File: src/design/eesd_pkg.sv
// Shared types, codes and helpers for the escaped edit stream decoder.
// Depends on nothing; imported by eesd_core and escaped_edit_stream_decoder_top.
`default_nettype none

package eesd_pkg;

    // Cursor and number width; the result fields stay 24 bits wide.
    localparam int POS_BITS   = 24;
    localparam int FIELD_BITS = 24;
    localparam int USER_BITS  = 16;

    localparam logic [POS_BITS-1:0] POS_MAX = {POS_BITS{1'b1}};

    // Stream characters
    localparam logic [7:0] CH_ESC  = 8'h5C;
    localparam logic [7:0] CH_P    = 8'h50;
    localparam logic [7:0] CH_D    = 8'h44;
    localparam logic [7:0] CH_U    = 8'h55;
    localparam logic [7:0] CH_A    = 8'h41;
    localparam logic [7:0] CH_ZERO = 8'h30;
    localparam logic [7:0] CH_NINE = 8'h39;

    typedef enum logic [2:0] {
        PH_TEXT  = 3'd0,
        PH_ESC   = 3'd1,
        PH_NUM_P = 3'd2,
        PH_NUM_D = 3'd3,
        PH_NUM_U = 3'd4
    } phase_t;

    typedef enum logic [1:0] {
        KIND_INSERT = 2'd0,
        KIND_REMOVE = 2'd1,
        KIND_ERROR  = 2'd2
    } kind_t;

    typedef struct packed {
        phase_t                phase;
        logic [POS_BITS-1:0]   acc;
        logic [POS_BITS-1:0]   cursor;
        logic [USER_BITS-1:0]  user;
    } dec_state_t;

    typedef struct packed {
        logic                 emit;
        kind_t                kind;
        logic [POS_BITS-1:0]  pos;
        logic [7:0]           ch;
        logic [POS_BITS-1:0]  cnt;
    } dec_result_t;

    // Keep the low 24 bits of a cursor-wide value, zero-extending if narrower.
    function automatic logic [FIELD_BITS-1:0] to_field(input logic [POS_BITS-1:0] v);
        logic [POS_BITS+FIELD_BITS-1:0] w;
        w = {{FIELD_BITS{1'b0}}, v};
        return w[FIELD_BITS-1:0];
    endfunction

endpackage

`default_nettype wire

File: src/design/eesd_core.sv
// Combinational step of the decoder: next parser state and result for one byte.
// Depends on eesd_pkg.
`default_nettype none

module eesd_core (
    input  wire eesd_pkg::dec_state_t              st,
    input  wire logic [7:0]                        byte_val,
    input  wire logic [eesd_pkg::USER_BITS-1:0]    own_id,
    output eesd_pkg::dec_state_t                   st_next,
    output eesd_pkg::dec_result_t                  res
);
    import eesd_pkg::*;

    logic                          reporting;
    logic                          is_digit;
    logic [POS_BITS-1:0]           cursor_inc;
    logic [POS_BITS+3:0]           acc_wide;
    logic [POS_BITS+3:0]           acc_prod;
    logic [POS_BITS-1:0]           acc_sat;
    logic [POS_BITS+USER_BITS-1:0] acc_user;
    logic [USER_BITS-1:0]          user_sat;
    logic [POS_BITS-1:0]           removed;
    logic [POS_BITS-1:0]           cursor_back;
    logic [POS_BITS-1:0]           cursor_cmd;

    always_comb
    begin
        reporting  = (st.user != own_id);
        is_digit   = (byte_val >= CH_ZERO) && (byte_val <= CH_NINE);
        cursor_inc = (st.cursor == POS_MAX) ? st.cursor : st.cursor + POS_BITS'(1);

        // acc * 10 + digit, saturated to the cursor range
        acc_wide = {4'b0, st.acc};
        acc_prod = (acc_wide << 3) + (acc_wide << 1) + {{POS_BITS{1'b0}}, byte_val[3:0]};
        acc_sat  = (acc_prod > {4'b0, POS_MAX}) ? POS_MAX : acc_prod[POS_BITS-1:0];

        acc_user = {{USER_BITS{1'b0}}, st.acc};
        user_sat = (acc_user > {{POS_BITS{1'b0}}, {USER_BITS{1'b1}}}) ?
                   {USER_BITS{1'b1}} : acc_user[USER_BITS-1:0];

        removed     = (st.acc > st.cursor) ? st.cursor : st.acc;
        cursor_back = st.cursor - removed;
    end

    // Cursor after a finished number command
    always_comb
    begin
        case (st.phase)
            PH_NUM_P: cursor_cmd = st.acc;
            PH_NUM_D: cursor_cmd = cursor_back;
            default:  cursor_cmd = st.cursor;
        endcase
    end

    always_comb
    begin
        st_next  = st;
        res.emit = 1'b0;
        res.kind = KIND_INSERT;
        res.pos  = st.cursor;
        res.ch   = 8'd0;
        res.cnt  = '0;

        unique case (st.phase) inside
            PH_TEXT:
            begin
                if (byte_val == CH_ESC)
                begin
                    st_next.phase = PH_ESC;
                end
                else
                begin
                    res.emit      = reporting;
                    res.ch        = byte_val;
                    st_next.cursor = cursor_inc;
                end
            end
            PH_ESC:
            begin
                st_next.phase = PH_TEXT;
                st_next.acc   = '0;
                unique case (byte_val)
                    CH_P: st_next.phase = PH_NUM_P;
                    CH_D: st_next.phase = PH_NUM_D;
                    CH_U: st_next.phase = PH_NUM_U;
                    CH_A: ;
                    CH_ESC:
                    begin
                        // Doubled escape inserts a literal backslash
                        res.emit       = reporting;
                        res.ch         = CH_ESC;
                        st_next.cursor = cursor_inc;
                    end
                    default:
                    begin
                        // Unknown letter: error at the old cursor, then a
                        // backslash counts as inserted
                        res.emit       = 1'b1;
                        res.kind       = KIND_ERROR;
                        st_next.cursor = cursor_inc;
                    end
                endcase
            end
            PH_NUM_P, PH_NUM_D, PH_NUM_U:
            begin
                if (is_digit)
                begin
                    st_next.acc = acc_sat;
                end
                else
                begin
                    st_next.phase  = PH_TEXT;
                    st_next.acc    = '0;
                    st_next.cursor = cursor_cmd;
                    if (st.phase == PH_NUM_U)
                    begin
                        st_next.user = user_sat;
                    end
                    res.pos = cursor_cmd;
                    if (byte_val != CH_ESC)
                    begin
                        // Missing terminator: command applied, error reported
                        res.emit = 1'b1;
                        res.kind = KIND_ERROR;
                    end
                    else if (st.phase == PH_NUM_D)
                    begin
                        res.emit = reporting;
                        res.kind = KIND_REMOVE;
                        res.cnt  = removed;
                    end
                end
            end
            default:
            begin
                st_next.phase = PH_TEXT;
                st_next.acc   = '0;
            end
        endcase
    end

endmodule

`default_nettype wire

File: src/design/escaped_edit_stream_decoder_top.sv
// Top level of the escaped edit stream decoder: handshakes, registers, config.
// Depends on eesd_pkg and eesd_core.
//
// Decodes an edit stream one byte per beat. A backslash opens a command:
// "P<n>\" sets the cursor, "D<n>\" moves it back by n and reports a removal,
// "U<n>\" selects the active user, "A" does nothing and "\\" inserts a
// backslash. Every other byte is text, reported as an insert at the cursor,
// which then advances. Inserts and removals are reported only while the active
// user differs from own_user_id (to be written through cfg_we/cfg_wdata only
// while the block is idle, which the block itself does not enforce); errors
// are always reported. A byte is registered in the input register on
// acceptance; it is then decoded and applied to the parser state, and its
// result (if any) is loaded into the output register, once that register is
// free or being emptied. Sustained rate is one byte per clock while the output
// is not stalled; a new byte is taken while an earlier result waits, and input
// stalls only when the output register is full and stalled with a decoded byte
// behind it. Numbers saturate at the cursor maximum, the cursor saturates at
// zero and at its maximum, and no clearing pass is needed after reset.
`default_nettype none

module escaped_edit_stream_decoder_top (
    input  wire logic        clk,
    input  wire logic        rst_n,

    input  wire logic        cfg_we,
    input  wire logic [15:0] cfg_wdata,

    input  wire logic        in_valid,
    output logic             in_stall,
    input  wire logic [7:0]  byte_in,

    output logic             out_valid,
    input  wire logic        out_stall,
    output logic [1:0]       event_kind,
    output logic [23:0]      edit_position,
    output logic [7:0]       text_byte,
    output logic [23:0]      remove_count
);
    import eesd_pkg::*;

    logic [USER_BITS-1:0] own_id_reg;

    logic                 in_valid_reg;
    logic [7:0]           byte_reg;

    dec_state_t           state_reg;
    dec_state_t           state_next;
    dec_result_t          step_res;

    logic                 out_valid_reg;
    dec_result_t          out_reg;

    logic                 advance;

    // Decode stage moves when the output register is free or being emptied
    assign advance  = !out_valid_reg || !out_stall;
    assign in_stall = in_valid_reg && !advance;

    eesd_core u_core (
        .st       (state_reg),
        .byte_val (byte_reg),
        .own_id   (own_id_reg),
        .st_next  (state_next),
        .res      (step_res)
    );

    // Configuration register
    always_ff @(posedge clk or negedge rst_n)
    begin
        if (!rst_n)
        begin
            own_id_reg <= '0;
        end
        else if (cfg_we)
        begin
            own_id_reg <= cfg_wdata;
        end
    end

    // Input register: take a beat whenever the held byte is gone or leaving
    always_ff @(posedge clk or negedge rst_n)
    begin
        if (!rst_n)
        begin
            in_valid_reg <= 1'b0;
        end
        else if (!in_stall)
        begin
            in_valid_reg <= in_valid;
        end
    end

    always_ff @(posedge clk)
    begin
        if (!in_stall && in_valid)
        begin
            byte_reg <= byte_in;
        end
    end

    // Parser state: advance once per decoded byte
    always_ff @(posedge clk or negedge rst_n)
    begin
        if (!rst_n)
        begin
            state_reg.phase  <= PH_TEXT;
            state_reg.acc    <= '0;
            state_reg.cursor <= '0;
            state_reg.user   <= '0;
        end
        else if (advance && in_valid_reg)
        begin
            state_reg <= state_next;
        end
    end

    // Output register: load a result, drop the valid when nothing new comes
    always_ff @(posedge clk or negedge rst_n)
    begin
        if (!rst_n)
        begin
            out_valid_reg <= 1'b0;
        end
        else if (advance)
        begin
            out_valid_reg <= in_valid_reg && step_res.emit;
        end
    end

    always_ff @(posedge clk)
    begin
        if (advance && in_valid_reg && step_res.emit)
        begin
            out_reg <= step_res;
        end
    end

    assign out_valid     = out_valid_reg;
    assign event_kind    = out_reg.kind;
    assign edit_position = to_field(out_reg.pos);
    assign text_byte     = out_reg.ch;
    assign remove_count  = to_field(out_reg.cnt);

    // The accumulator is cleared whenever the parser is outside a number
    a_acc_clear: assert property (@(posedge clk) disable iff (!rst_n)
        (state_reg.phase == PH_TEXT || state_reg.phase == PH_ESC) |-> state_reg.acc == '0)
        else $error("accumulator not clear outside a number");

    // Input holds off only behind a full, stalled output register
    a_stall_cause: assert property (@(posedge clk) disable iff (!rst_n)
        in_stall |-> (out_valid_reg && out_stall && in_valid_reg))
        else $error("input stalled without a blocked output");

    // Only inserts carry a character; only removals carry a count
    a_payload_shape: assert property (@(posedge clk) disable iff (!rst_n)
        out_valid_reg |-> ((out_reg.kind == KIND_INSERT || out_reg.ch == 8'd0) &&
                           (out_reg.kind == KIND_REMOVE || out_reg.cnt == '0)))
        else $error("result payload does not match its kind");

    // Parser state never moves while a decoded byte is held back
    a_state_hold: assert property (@(posedge clk) disable iff (!rst_n)
        (out_valid_reg && out_stall) |=> $stable(state_reg))
        else $error("parser state changed while output stalled");

endmodule

`default_nettype wire
File: config.mk
export PLATFORM = sky130hd
export DESIGN_NAME = escaped_edit_stream_decoder_top
export DESIGN_NICKNAME = d
export VERILOG_FILES = /design/src/design/eesd_pkg.sv /design/src/design/eesd_core.sv /design/src/design/escaped_edit_stream_decoder_top.sv
export SDC_FILE = /design/constraint.sdc
export NUM_CORES = 1
export LEC_CHECK = 0
export BUFFER_PORTS_ARGS = -buffer_cell sky130_fd_sc_hd__buf_2
export CAP_MARGIN = 20
export CORE_UTILIZATION = 35
export CTS_CLUSTER_SIZE = 16
export DETAILED_ROUTE_END_ITERATION = 8
export REMOVE_ABC_BUFFERS = 1
export SETUP_SLACK_MARGIN = 0.2
export SYNTH_ARGS = -nofsm -noshare
export SYNTH_HDL_FRONTEND = slang
export SYNTH_SLANG_ARGS = --single-unit
File: constraint.sdc
create_clock -name clk -period 13.8 [get_ports clk]
set_input_delay 2.76 -clock clk [delete_from_list [all_inputs] [get_ports clk]]
set_output_delay 2.76 -clock clk [all_outputs]
set_load 0.005 [all_outputs]
==> impl_metrics.csv <==
group,metric,value,unit
setup_path,cp-startpoint,"state_reg[31]",
setup_path,crit_type,"register to register",
setup_path,rr_endpoint,"edit_position[20]",
clock_tree,cts_hold_buf,0,
hold_path,hold_path_class,"register to register",
global_routing,grt_use_total,20.7,%
sta,max_freq,0.164,GHz
clock_tree,cts_tree,"built",
yosys,syn_inst,1280,
finish,layout-drive-gt1-share,14.1,%
pwr,vdd_drop_max,0.109,mV
yosys,synth_edf_count,66,
sta,rsz0062_at_grt,"false",
yosys,synthAdderAreaFrac,10.6,%
sta,drv_slew,0,
finish,multi_input_area,6630,um^2
sta,hold-worst-slack,529,ps
finish,stdcell_count,1744,
sta,fin_crit_sh,44.1,%
finish,diodes,0,
sta,fin_worst_skew,14.0,ps
sta,setup_viol,0,
sta,relSlewSlack,35.3,%
sta,period_minus_slack,6090,ps
detailed_routing,drt_pass1_iterations,5,
yosys,ys.warnings.count,0,
detailed_routing,drtIter0Drc,918,
placement,post-dp-hpwl,23600,um
sta,worst_pin_slew,971,ps
yosys,synthDistinctLibCells,88,
yosys,avgSynthCellArea,8.75,um^2
finish,regArea,4110,um^2
clock_tree,cts_resized,0,
clock_tree,h-tree-depth,4,
yosys,synth_compound_area_share,23.2,%
pwr,power.leakage,5.21,nW
yosys,async_flop_share,56.3,%
setup_path,cp.arrival,6250,ps
die,rows,65,
die,die_y,181,um
placement,gp_congestion,0.952,
finish,areaGrowthSynthToFinish,12.4,%
setup_path,worstPathRequired,13960,ps
global_routing,first_global_vias,9712,
clock_tree,clock-sinks,151,
die,ioPinCount,89,
placement,portBuffers,88,
global_routing,grt_pass1_wl,53400,um
job,cap_viol_max_count,0,
clock_tree,cts_buffers,17,
setup_path,critPathMaxFanout,37,
finish,post-route-util,39.9,%
finish,finalNetCount,1444,
yosys,synth_top_family_by_area,"compound AO/OA/AOI/OAI gates",
detailed_routing,route.detailed.drc,0,
clock_tree,insertion_delay,450,ps
setup_path,critPathCapture,"edit_position[20]",
placement,dp.cells,1712,
setup_path,r2r-start,"state_reg[31]",
sta,fin_setup_tns,0,ps
setup_path,start_kind,"register",
clock_tree,cts_root_buf,"clkbuf_16",
yosys,synthSimpleGateAreaFrac,18.0,%
global_routing,antenna_found_initial,1,
sta,hold_viol_final,0,
yosys,synth.most_common_cell,"a21oi_1",
yosys,syn_area,11200,um^2
pwr,p_per_area,271,nW/um^2
hold_path,holdCritStartpoint,"own_id_reg[6]",
yosys,synthFlopType,"dfrtp_1",
yosys,synth_area_leaders,"dfrtp_1 19%, edfxtp_1 18%, ha_1 9.3%",
global_routing,grt_max_degree,70,
finish,fill_cells,3166,
die,core-area,31600,um^2
die,start_util,35.5,%
die,die_area,32700,um^2
clock_tree,cts_setup_buffers,0,
yosys,synthTopCellsByCount,"144 x a21oi_1, 119 x nand2_1, 119 x nor2_1, 114 x o21ai_0, 85 x dfrtp_1",
finish,largest_reg_flops,67,
clock_tree,cts_buffer_depth,2,
detailed_routing,wl_per_cell,19.0,um
clock_tree,clkTransAtPathRegs,70,ps
detailed_routing,antenna_left,0,
global_routing,gr-total-overflow,0,
status,status,"completed",
yosys,seq_area_frac_synth,36.7,%
setup_path,critPathCaptureType,"register",
yosys,yosysTopAreaCell,"dfrtp_1",
setup_path,reg2reg_depth,20,
detailed_routing,via_per_inst,5.72,
yosys,ys_ff_latch,151,
die,die_w,181,um
detailed_routing,wirelength,33200,um
detailed_routing,num_vias,9979,
yosys,synth.area.mux_share,3.04,%
yosys,synth_xor_area_share,3.99,%
yosys,yosysTopAreaCellShare,19.0,%
setup_path,rrSetupSlack,7710,ps
where the power goes:
group          leakage [nW]  switching, mW  internal (mW)  total (mW)
logic                  3.23           1.30          0.838        2.14
registers              1.70          0.180          0.616       0.797
clock network         0.283          0.223          0.258       0.481
total                  5.21           1.71           1.71        3.42
logic make-up (layout without fill, tap and decap cells):
family / after synthesis / count (layout)
compound gates: 413 / 413
xor+xnor: 51 / 51
fa+ha+maj: 94 / 94
buf+inv: 124 / 186
flops: 151 / 151
mux: 32 / 32
simple gates: 415 / 415
final cells by class:
| cell class | count | area share [%] |
|---|---|---|
| tap | 402 | 4.00 |
| timing repair buffer | 106 | 4.62 |
| clock inverter | 14 | 1.24 |
| inverter | 48 | 1.45 |
| sequential | 151 | 32.6 |
| multi-input combinational | 1005 | 52.6 |
| clock buffer | 18 | 3.41 |
through the flow:
stage | worst slack [ps] | area (um^2) | power [mW]
3_5_place_dp | 7870 | 12000 | 2.91
4_1_cts | 7820 | 12600 | 3.41
2_1_floorplan | 7680 | 10900 | 2.32
6_report | 7710 | 12600 | 3.42
3_3_place_gp | 7890 | 12000 | 2.89
5_1_grt | 7450 | 12600 | 3.70
how the worst min path moves through the flow:
stage | end | slack (ps) | cells after the start
final | own_id_reg[6] | 530 | 1
after global routing | own_id_reg[11] | 550 | 1
after CTS | out_valid | 530 | 1
after detailed placement | out_valid | 520 | 1
after global placement | own_id_reg[11] | 510 | 1
after floorplan | own_id_reg[10] | 500 | 1
cells in the final DEF (no fill, tap or decap), types with 17 or more instances in the layout:
cell type  netlist  layout
dfrtp_1         85      85
xor2_1          20      20
buf_4            1      18
inv_1           44      44
buf_2           21      87
nand3_1         30      30
edfxtp_1        66      66
and2_1          17      17
nand2_1        119     119
nor2_1         119     118
clkbuf_16        0      17
a31oi_1         18      17
o21ai_0        114     113
a21o_1          24      24
xnor2_1         31      31
nor3_1          21      19
ha_1            83      83
nand2b_1        19      19
a21oi_1        144     144
nand4_1         23      23
worst max-delay path: stages, from the launching register on:
cell and delay, ps:
dfrtp_1 580, inv_1 210, ha_1 370, nand4_1 170, nor4_2 270, and2_1 320
a31oi_1 190, nor2_2 220, buf_4 460, mux2i_1 200, ha_1 300, maj3_2 330
maj3_2 340, maj3_2 340, a41oi_4 250, nor4_2 110, a2111oi_4 420, o21bai_4 150
a31oi_1 230, xor2_1 210, o221ai_1 130
per-layer routing:
metal,part of all wire [%],vias up,global-route usage [%],wire [um]
met4,1.9,0,6.43,619
li1,-,4817,-,-
met3,5.2,48,2.96,1710
met5,0,-,0,0
met1,46,4780,27.9,15200
met2,47,334,34.3,15700
No activity file was read; power rests on OpenSTA's default activity.
